File: src/rtl/core/spq_pkg.sv
// Package for the stable priority queue: operation and error codes,
// and the structs passed along the row of queue cells.
// No dependencies.
package spq_pkg;

  // Widths of an entry handle, the operation code, the error code and the entry count.
  localparam int unsigned ID_W   = 4;
  localparam int unsigned FUNC_W = 2;
  localparam int unsigned ERR_W  = 2;
  localparam int unsigned CNT_W  = 5;

  // Operation codes.
  localparam logic [FUNC_W-1:0] FUNC_ADD    = 2'd0;
  localparam logic [FUNC_W-1:0] FUNC_REMOVE = 2'd1;
  localparam logic [FUNC_W-1:0] FUNC_QUERY  = 2'd2;

  // Error codes.
  localparam logic [ERR_W-1:0] ERR_NONE   = 2'd0;
  localparam logic [ERR_W-1:0] ERR_FULL   = 2'd1;
  localparam logic [ERR_W-1:0] ERR_ABSENT = 2'd2;

  // Control broadcast to every cell for the current word.
  typedef struct packed {
    logic            rem;   // take the named entry out if it is queued
    logic            ins;   // place the named entry after the take-out
    logic [ID_W-1:0] id;    // handle named by the operation
  } cell_ctl_t;

  // Link passed from a cell to its right-hand neighbor.
  typedef struct packed {
    logic            found;     // named entry sits at or left of this cell
    logic            r_used;    // slot occupied after the take-out
    logic            le;        // slot key after the take-out is not above the new key
    logic [ID_W-1:0] r_handle;  // slot handle after the take-out
  } link_t;

endpackage

File: src/rtl/core/spq_if.sv
// Handshake channels of the stable priority queue: operation words in,
// result words out. Depends on spq_pkg.
interface spq_in_if import spq_pkg::*; ();
  logic              valid;
  logic              ready;
  logic [FUNC_W-1:0] func;
  logic [ID_W-1:0]   entry_id;
  logic [31:0]       score;

  modport source (output valid, func, entry_id, score, input ready);
  modport sink   (input valid, func, entry_id, score, output ready);
endinterface

interface spq_out_if import spq_pkg::*; ();
  logic             valid;
  logic             ready;
  logic             lowest_valid;
  logic [ID_W-1:0]  lowest_id;
  logic             next_valid;
  logic [ID_W-1:0]  next_id;
  logic             was_queued;
  logic [CNT_W-1:0] entry_count;
  logic [ERR_W-1:0] op_error;

  modport source (output valid, lowest_valid, lowest_id, next_valid, next_id,
                  was_queued, entry_count, op_error, input ready);
  modport sink   (input valid, lowest_valid, lowest_id, next_valid, next_id,
                  was_queued, entry_count, op_error, output ready);
endinterface

File: src/rtl/core/stable_priority_queue.sv
// Top level of the stable priority queue: a row of spq_cell slots, the
// entry count and the result register. Depends on spq_pkg, spq_if, spq_cell.

// The queue keeps up to QUEUE_DEPTH entry handles in ascending key order, ties
// in arrival order, in a row of slots that each compare against the incoming
// key in parallel and shift one place in the same cycle. Every operation word
// (add or re-add, remove, query successor) updates the row of slots at once and
// one result word is registered at the output; a new word is taken in every
// cycle as long as the result register is empty or being drained. The longest
// path is the ripple of the found flag along the row of slots, plus one key
// compare in each slot.
module stable_priority_queue import spq_pkg::*; #(
  parameter int unsigned QUEUE_DEPTH = 16,
  parameter int unsigned KEY_BITS    = 32
) (
  input  logic     clk,
  input  logic     rst,
  spq_in_if.sink   in_word,
  spq_out_if.source out_word
);

  localparam int unsigned CW = $clog2(QUEUE_DEPTH + 1);

  logic                accept;
  logic                out_valid;
  logic [CW-1:0]       count;
  logic [CW-1:0]       count_next;
  logic [KEY_BITS-1:0] op_key;
  cell_ctl_t           ctl;
  logic                queued;
  logic                full;
  logic                drop;
  logic [ERR_W-1:0]    err;
  logic                succ_v_any;
  logic [ID_W-1:0]     succ_id_any;

  link_t               link     [QUEUE_DEPTH+1];
  logic [KEY_BITS-1:0] link_key [QUEUE_DEPTH+1];
  logic                cur_used   [QUEUE_DEPTH+1];
  logic [ID_W-1:0]     cur_handle [QUEUE_DEPTH+1];
  logic [KEY_BITS-1:0] cur_key    [QUEUE_DEPTH+1];
  logic                nxt_used   [QUEUE_DEPTH];
  logic [ID_W-1:0]     nxt_handle [QUEUE_DEPTH];
  logic                succ_valid [QUEUE_DEPTH];
  logic [ID_W-1:0]     succ_id    [QUEUE_DEPTH];

  assign in_word.ready = !out_valid || out_word.ready;
  assign accept        = in_word.valid && in_word.ready;
  assign out_word.valid = out_valid;

  // Decode the operation into the controls shared by all slots.
  assign op_key  = KEY_BITS'(in_word.score);
  assign queued  = link[QUEUE_DEPTH].found;
  assign full    = (count == CW'(QUEUE_DEPTH));
  assign drop    = (in_word.func == FUNC_ADD) && !queued && full;
  assign ctl.rem = (in_word.func == FUNC_ADD) || (in_word.func == FUNC_REMOVE);
  assign ctl.ins = (in_word.func == FUNC_ADD) && !drop;
  assign ctl.id  = in_word.entry_id;

  // Boundary links: nothing sits left of the first slot or right of the last.
  assign link[0].found    = 1'b0;
  assign link[0].r_used   = 1'b0;
  assign link[0].le       = 1'b1;
  assign link[0].r_handle = '0;
  assign link_key[0]      = '0;
  assign cur_used[QUEUE_DEPTH]   = 1'b0;
  assign cur_handle[QUEUE_DEPTH] = '0;
  assign cur_key[QUEUE_DEPTH]    = '0;

  // The row of slots.
  for (genvar i = 0; i < QUEUE_DEPTH; i++) begin : g_cell
    spq_cell #(
      .KEY_BITS (KEY_BITS)
    ) u_cell (
      .clk          (clk),
      .rst          (rst),
      .en           (accept),
      .ctl          (ctl),
      .op_key       (op_key),
      .lin          (link[i]),
      .lin_key      (link_key[i]),
      .right_used   (cur_used[i+1]),
      .right_handle (cur_handle[i+1]),
      .right_key    (cur_key[i+1]),
      .lout         (link[i+1]),
      .lout_key     (link_key[i+1]),
      .cur_used     (cur_used[i]),
      .cur_handle   (cur_handle[i]),
      .cur_key      (cur_key[i]),
      .nxt_used     (nxt_used[i]),
      .nxt_handle   (nxt_handle[i]),
      .succ_valid   (succ_valid[i]),
      .succ_id      (succ_id[i])
    );
  end

  // Collect the successor; at most one slot matches the named handle.
  always_comb begin
    succ_v_any  = 1'b0;
    succ_id_any = '0;
    for (int i = 0; i < QUEUE_DEPTH; i++) begin
      succ_v_any  = succ_v_any | succ_valid[i];
      succ_id_any = succ_id_any | succ_id[i];
    end
  end

  // Entry count and error code.
  always_comb begin
    count_next = count;
    err        = ERR_NONE;
    case (in_word.func)
      FUNC_ADD: begin
        if (drop) begin
          err = ERR_FULL;
        end else if (!queued) begin
          count_next = count + CW'(1);
        end
      end
      FUNC_REMOVE: begin
        if (queued) begin
          count_next = count - CW'(1);
        end else begin
          err = ERR_ABSENT;
        end
      end
      FUNC_QUERY: begin
        if (!queued) begin
          err = ERR_ABSENT;
        end
      end
      default: begin
        err = ERR_NONE;
      end
    endcase
  end

  // Control state: entry count and result-register occupancy.
  always_ff @(posedge clk) begin
    if (rst) begin
      count     <= '0;
      out_valid <= 1'b0;
    end else begin
      if (accept) begin
        count <= count_next;
      end
      if (accept) begin
        out_valid <= 1'b1;
      end else if (out_word.ready) begin
        out_valid <= 1'b0;
      end
    end
  end

  // Result word, loaded with the state after the operation.
  always_ff @(posedge clk) begin
    if (accept) begin
      out_word.lowest_valid <= nxt_used[0];
      out_word.lowest_id    <= nxt_used[0] ? nxt_handle[0] : '0;
      out_word.next_valid   <= (in_word.func == FUNC_QUERY) && succ_v_any;
      out_word.next_id      <= (in_word.func == FUNC_QUERY) ? succ_id_any : '0;
      out_word.was_queued   <= queued;
      out_word.entry_count  <= CNT_W'(count_next);
      out_word.op_error     <= err;
    end
  end

endmodule

File: src/rtl/core/spq_cell.sv
// One slot of the sorted queue. It holds a handle and a key and moves them
// one place left or right together with its neighbors. Depends on spq_pkg.
module spq_cell import spq_pkg::*; #(
  parameter int unsigned KEY_BITS = 32
) (
  input  logic                clk,
  input  logic                rst,
  input  logic                en,
  input  cell_ctl_t           ctl,
  input  logic [KEY_BITS-1:0] op_key,
  input  link_t               lin,
  input  logic [KEY_BITS-1:0] lin_key,
  input  logic                right_used,
  input  logic [ID_W-1:0]     right_handle,
  input  logic [KEY_BITS-1:0] right_key,
  output link_t               lout,
  output logic [KEY_BITS-1:0] lout_key,
  output logic                cur_used,
  output logic [ID_W-1:0]     cur_handle,
  output logic [KEY_BITS-1:0] cur_key,
  output logic                nxt_used,
  output logic [ID_W-1:0]     nxt_handle,
  output logic                succ_valid,
  output logic [ID_W-1:0]     succ_id
);

  logic                used;
  logic [ID_W-1:0]     handle;
  logic [KEY_BITS-1:0] key;
  logic                match;
  logic                shift;
  logic                r_used;
  logic [ID_W-1:0]     r_handle;
  logic [KEY_BITS-1:0] r_key;
  logic                le;
  logic [KEY_BITS-1:0] nxt_key;

  assign match = used && (handle == ctl.id);

  // Take-out view: every slot from the named entry on pulls from the right.
  assign shift    = ctl.rem && (lin.found || match);
  assign r_used   = shift ? right_used   : used;
  assign r_handle = shift ? right_handle : handle;
  assign r_key    = shift ? right_key    : key;
  assign le       = r_used && (r_key <= op_key);

  assign lout.found    = lin.found || match;
  assign lout.r_used   = r_used;
  assign lout.le       = le;
  assign lout.r_handle = r_handle;
  assign lout_key      = r_key;

  // Insertion: stay if not above the new key, take the new entry at the
  // boundary, otherwise take the left neighbor's slot.
  always_comb begin
    if (ctl.ins) begin
      if (le) begin
        nxt_used   = r_used;
        nxt_handle = r_handle;
        nxt_key    = r_key;
      end else if (lin.le) begin
        nxt_used   = 1'b1;
        nxt_handle = ctl.id;
        nxt_key    = op_key;
      end else begin
        nxt_used   = lin.r_used;
        nxt_handle = lin.r_handle;
        nxt_key    = lin_key;
      end
    end else begin
      nxt_used   = r_used;
      nxt_handle = r_handle;
      nxt_key    = r_key;
    end
  end

  // Successor of the named entry, as seen before the update.
  assign succ_valid = match && right_used;
  assign succ_id    = succ_valid ? right_handle : '0;

  assign cur_used   = used;
  assign cur_handle = handle;
  assign cur_key    = key;

  // Occupancy is control state and is cleared on reset.
  always_ff @(posedge clk) begin
    if (rst) begin
      used <= 1'b0;
    end else if (en) begin
      used <= nxt_used;
    end
  end

  // Slot contents need no reset; only occupied slots are ever read.
  always_ff @(posedge clk) begin
    if (en) begin
      handle <= nxt_handle;
      key    <= nxt_key;
    end
  end

endmodule

File: src/flat_wrapper.sv
// flat-port wrapper written by rule: the top's interface ports become plain ports
module stable_priority_queue_flat import spq_pkg::*;
#(
  parameter int unsigned QUEUE_DEPTH = 16,
  parameter int unsigned KEY_BITS    = 32
)
  (clk, rst, in_word_valid, in_word_func, in_word_entry_id, in_word_score, in_word_ready, out_word_valid, out_word_lowest_valid, out_word_lowest_id, out_word_next_valid, out_word_next_id, out_word_was_queued, out_word_entry_count, out_word_op_error, out_word_ready);
  spq_in_if in_word_i ();
  spq_out_if out_word_i ();
  input  logic clk;
  input  logic rst;
  input wire logic [$bits(in_word_i.valid)-1:0] in_word_valid;
  input wire logic [$bits(in_word_i.func)-1:0] in_word_func;
  input wire logic [$bits(in_word_i.entry_id)-1:0] in_word_entry_id;
  input wire logic [$bits(in_word_i.score)-1:0] in_word_score;
  output wire logic [$bits(in_word_i.ready)-1:0] in_word_ready;
  output wire logic [$bits(out_word_i.valid)-1:0] out_word_valid;
  output wire logic [$bits(out_word_i.lowest_valid)-1:0] out_word_lowest_valid;
  output wire logic [$bits(out_word_i.lowest_id)-1:0] out_word_lowest_id;
  output wire logic [$bits(out_word_i.next_valid)-1:0] out_word_next_valid;
  output wire logic [$bits(out_word_i.next_id)-1:0] out_word_next_id;
  output wire logic [$bits(out_word_i.was_queued)-1:0] out_word_was_queued;
  output wire logic [$bits(out_word_i.entry_count)-1:0] out_word_entry_count;
  output wire logic [$bits(out_word_i.op_error)-1:0] out_word_op_error;
  input wire logic [$bits(out_word_i.ready)-1:0] out_word_ready;
  assign in_word_i.valid = in_word_valid;
  assign in_word_i.func = in_word_func;
  assign in_word_i.entry_id = in_word_entry_id;
  assign in_word_i.score = in_word_score;
  assign in_word_ready = in_word_i.ready;
  assign out_word_valid = out_word_i.valid;
  assign out_word_lowest_valid = out_word_i.lowest_valid;
  assign out_word_lowest_id = out_word_i.lowest_id;
  assign out_word_next_valid = out_word_i.next_valid;
  assign out_word_next_id = out_word_i.next_id;
  assign out_word_was_queued = out_word_i.was_queued;
  assign out_word_entry_count = out_word_i.entry_count;
  assign out_word_op_error = out_word_i.op_error;
  assign out_word_i.ready = out_word_ready;
  stable_priority_queue #(.QUEUE_DEPTH(QUEUE_DEPTH), .KEY_BITS(KEY_BITS)) u_core (.clk(clk), .rst(rst), .in_word(in_word_i), .out_word(out_word_i));
endmodule
File: config.mk
export PLATFORM = sky130hd
export DESIGN_NAME = stable_priority_queue_flat
export DESIGN_NICKNAME = d
export VERILOG_FILES = /design/src/rtl/core/spq_pkg.sv /design/src/rtl/core/spq_if.sv /design/src/rtl/core/stable_priority_queue.sv /design/src/rtl/core/spq_cell.sv /design/src/flat_wrapper.sv
export SDC_FILE = /design/constraint.sdc
export NUM_CORES = 2
export LEC_CHECK = 0
export BUFFER_PORTS_ARGS = -buffer_cell sky130_fd_sc_hd__buf_2
export CORE_MARGIN = 2
export CORE_UTILIZATION = 40
export CTS_BUF_LIST = sky130_fd_sc_hd__clkbuf_4 sky130_fd_sc_hd__clkbuf_8
export CTS_CLUSTER_DIAMETER = 60
export CTS_CLUSTER_SIZE = 40
export DETAILED_ROUTE_END_ITERATION = 8
export PLACE_DENSITY = 0.66
export SYNTH_ARGS = -nofsm -noshare
export SYNTH_HDL_FRONTEND = slang
export SYNTH_HIERARCHICAL = 1
export SYNTH_SLANG_ARGS = --single-unit
export TNS_END_PERCENT = 1
File: constraint.sdc
create_clock -name clk -period 35.3 [get_ports clk]
set_input_delay 1.765 -clock clk [delete_from_list [all_inputs] [get_ports clk]]
set_output_delay 1.765 -clock clk [all_outputs]
set_load 0.02 [all_outputs]
=== Yosys cells after proc, flatten, opt, wreduce, memory -nomap -nowiden ===
Index checks and enable logic that the tools add are counted.

* Logic and storage cells: 426
* Flip-flop bits (word level): 616
* Output and inout port bits: 20

* Bitwise operators: 28
* Order comparisons: 16
* Multiplexer cells: 213
* Equality and inequality tests: 19
* Reduce and logical (&&, ||, !) cells: 91
* Add/subtract/negate cells: 2

{| class="wikitable"
|+ Operators by type and width
! operator !! number
|-
| $mux 32 || 63
|-
| $le 32x32->1 || 16
|-
| $mux 4 || 78
|-
| $logic_and 1x1->1 || 68
|-
| $mux 1 || 66
|-
| $eq 4x4->1 || 16
|-
| $or 4x4->4 || 14
|-
| $logic_or 1x1->1 || 17
|-
| $mux 5 || 3
|-
| $or 1x1->1 || 14
|-
| $pmux 5 s2 || 1
|-
| $add 5x1->5 const B || 1
|-
| $eq 5x5->1 const B || 1
|-
| $sub 5x1->5 const B || 1
|-
| $pmux 2 s2 || 1
|-
| $logic_not 1->1 || 3
|-
| $eq 2x1->1 const B || 1
|-
| $eq 2x2->1 const B || 1
|-
| $logic_not 2->1 || 1
|-
| $mux 2 || 1
|-
| $reduce_bool 2->1 || 1
|-
| $reduce_or 2->1 || 1
|}

=== Logic depth before layout (Yosys ltp) ===
* Depth in word-level cells: 23
* Mapped depth: 43

=== Hierarchy ===
Netlist, hierarchy kept.

{| class="wikitable"
|+ Modules (own cells, without submodules)
! module !! times used !! area an instance (um2) !! cells an instance
|-
| spq_cell (u_core.g_cell[0].u_cell ...) || 12 || 3489.6 || 307
|-
| spq_cell (u_core.g_cell[6].u_cell ...) || 4 || 3459.6 || 301
|-
| stable_priority_queue || 1 || 1296.2 || 122
|}

=== Worst setup path before layout ===
No wires, ideal clock.

* Kind: input -> register
* From: input port out_word_ready
* To: register u_core.count[2]
* Setup slack: 19.178 ns
* Setup time: 0.789 ns
* Arrival: 15.333 ns
* Required time: 34.511 ns
* Stages on the path: 4
* Path through: nand2b_1 > nand2_1 > inv_1 > a2111oi_0

* Word-level cells in the longest chain between the ends: 2

{| class="wikitable"
|+ RTL lines
! what !! RTL line !! text
|-
| start: declaration || flat_wrapper.sv:25 || <nowiki>input wire logic [$bits(out_word_i.ready)-1:0] out_word_ready;</nowiki>
|-
| $logic_or 1x1->1 || stable_priority_queue.sv:47 || <nowiki>assign in_word.ready = !out_valid || out_word.ready;</nowiki>
|-
| $logic_and 1x1->1 || stable_priority_queue.sv:48 || <nowiki>assign accept = in_word.valid && in_word.ready;</nowiki>
|-
| via u_core.accept || stable_priority_queue.sv:24 || <nowiki>logic accept;</nowiki>
|-
| end signal: assignment || stable_priority_queue.sv:144 || <nowiki>count <= count_next;</nowiki>
|-
| end: declaration || stable_priority_queue.sv:26 || <nowiki>logic [CW-1:0] count;</nowiki>
|}

The timed path passes the listed nets, and every way through them passes these cells.
A chain may end at the register's enable or synchronous reset.

==> flow_summary.ini <==
[run_status]
status = complete, no violations

[clocking]
hold_buffers = 0
clk_pin_slew_ns = 0.10
cts_sinks = 616
cts_setup_buffers = 0
worstSkewPairLatency_ns = 0.79
cts-resized-gates = 0
cts_tree = done
root_buffer = clkbuf_8
htreeDepth = 3
clockBufferDepth = 3
cts_made_buffers = 86

[power_and_ir_drop]
power.switching_w = 0.00101
power_leakage_nw = 25.3
switching_share = 0.349
clock_power_share = 0.232
seqPwrFrac = 0.364
ir_drop_uv = 26.7
internal-power_w = 0.00189
combPwrFrac = 0.404
power.density_mw_per_mm2 = 47.5

[setup_path]
cp_max_fo = 32
reg2reg_slack_ns = 23.50
cp.required_ns = 35.83
max_stage_delay_ns = 0.87
cp_slowest_cell = a221oi_4
critPathCaptureType = flip-flop
cp-start-kind = input port
critical_path_class = input port to flip-flop
r2r-end = u_core/g_cell[15].u_cell/cur_key[26]
cp.arrival_ns = 13.40
r2r-start = u_core/g_cell[0].u_cell/cur_handle[2]
rr_worst_depth = 40
cpMostUsedCell = a21oi_1

[floorplan]
core_area_mm2 = 0.141
start_util = 0.402
io_pins = 62
die_area_mm2 = 0.145
num_rows = 138
die_h_um = 381
die_w_um = 381

[sta]
max_clock_freq_mhz = 77.7
setup-tns-final_ns = 0
finalSetupViolCount = 0
setup_slack_ns = 22.43
period_share = 0.365
worstMarginPinSlew_ns = 1.29
slew_headroom = 0.143
period_needed_ns = 12.87
final_hold_viol_count = 0
rsz0062_at_grt = no
maxSlewViolCount = 0
skew_ns = 0.0663

[global_routing]
grt_max_degree = 187
overflow = 0
grt_util_met1 = 0.282
grtUsageMet3 = 0.0341
grt.busiest_layer = met2
grt_use_met2 = 0.326
grt_pass1_vias = 40500
grt_pass1_wl_um = 238000
track_usage = 0.203
grt_antenna_before_repair = 17

[detailed_routing]
vias = 39900
wire_per_inst_um = 21.5
first_pass_iters = 5
totalWireLength_um = 152000
drt_iter0_drc = 2980
route.detailed.drc = 0
ant_nets = 0
via_per_inst = 5.67

[final_layout]
n_fill_cell = 13300
layout.nets = 5638
drive_gt1_frac = 0.386
area_growth_pct = 7.81

[place]
dp_slack_ns = 21.78
place_congestion = 0.869
detailed_place_hpwl_um = 115000
port-buffer-count = 61

[logic_synthesis]
syn_inst = 4975
ys_warn_count = 6
netlist_area_mm2 = 0.0568
avgSynthCellArea_um2 = 11.4

[flow_run]
cap_violations = 0

[min_path]
worst_hold_startpoint = u_core/out_word.valid
min_path_cells = 2
hold_end = u_core/out_word.valid
min_path_type = flip-flop to flip-flop
-- registers in the layout, indices dropped and copies added (netlist names) --
name                             flops
u_core/count                         5
u_core/g_cell.u_cell/cur_handle     64
u_core/out_word.was_queued           1
u_core/out_word.valid                1
u_core/g_cell.u_cell/cur_used       16
u_core/out_word.op_error             2
u_core/out_word.lowest_valid         1
u_core/out_word.next_valid           1
u_core/out_word.entry_count          5
u_core/g_cell.u_cell/cur_key       512
u_core/out_word.lowest_id            4
u_core/out_word.next_id              4
-- layout by cell type, fill, tap and decap left out, types with 14 or more instances in the layout --
cell,n
a21oi_1,235
mux2i_1,64
buf_2,61
nor2b_1,17
a41oi_1,17
xnor2_1,48
ha_1,518
o211ai_1,16
dfxtp_1,22
mux2_2,1456
o221a_2,16
or3_1,27
a2111oi_0,14
nand4_1,140
nand2b_1,22
edfxtp_1,594
nor2_1,31
o21ai_0,77
clkbuf_8,90
inv_1,590
and2_1,44
conb_1,88
nor4_1,56
nand3_1,74
mux2_4,144
a21o_1,52
nand2_1,116
and3_1,65
buf_4,69
mux2_1,80
xor2_1,16
-- worst max-delay path by stage --
| stage | from | to | slack [ns] |
|---|---|---|---|
| 4_1_cts | in_word_entry_id[2] | u_core/g_cell[15].u_cell/cur_key[3] | 22.62 |
| 5_1_grt | in_word_entry_id[2] | u_core/g_cell[15].u_cell/cur_key[26] | 21.60 |
| 3_3_place_gp | in_word_entry_id[0] | u_core/g_cell[14].u_cell/cur_key[19] | 21.96 |
| 2_1_floorplan | out_word_ready | u_core/count[2] | 19.18 |
| 6_report | in_word_entry_id[2] | u_core/g_cell[15].u_cell/cur_key[26] | 22.43 |
| 3_5_place_dp | in_word_entry_id[2] | u_core/g_cell[15].u_cell/cur_key[26] | 21.78 |
-- area by class of cell --
class,count,area (µm²),area share
Antenna cell,6,15.0,0.000245
Clock buffer,95,1280,0.0208
Clock inverter,64,722,0.0118
Inverter,591,2230,0.0364
Multi-Input combinational cell,3652,35500,0.580
Sequential cell,616,18300,0.298
Tap cell,1890,2360,0.0386
Timing Repair Buffer,131,843,0.0138
-- routing by layer --
layer | part of all wire | up-vias
li1 | - | 18900
met1 | 0.47 | 19800
met2 | 0.45 | 1055
met3 | 0.056 | 234
met4 | 0.023 | 22
met5 | 0.00094 | -
-- power groups by stage --
stage | Clock [W] | Sequential (W) | Combinational [W]
floorplan | 0 | 0.00105 | 0.000928
global placement | 0 | 0.00107 | 0.00112
detailed placement | 0 | 0.00107 | 0.00116
CTS | 0.000692 | 0.00106 | 0.00117
global route | 0.000715 | 0.00107 | 0.00129
finish | 0.000674 | 0.00106 | 0.00118
-- critical path: cells and delay by family --
kind	cells	cell delay, ns
buffers and inverters	15	2.83
and+or+nand+nor	4	0.95
AOI/OAI and AO/OA	19	6.68
xor gates and xnor gates	1	0.17
adders and majority gates	1	0.26
muxes	2	0.70
-- stage by stage --
step	instance area, µm²	std cells	utilization	power (W)	hold WS [ns]
after floorplan	57100	5061	-	0.00198	0.494
after global placement	59200	6880	0.419	0.00220	0.500
after detailed placement	59200	6880	0.419	0.00223	0.523
after CTS	61200	7039	0.433	0.00292	0.538
after global routing	61200	7043	0.433	0.00307	0.569
final	61200	7045	0.434	0.00291	0.532
Note: power is estimated with default switching activity, not from simulation.
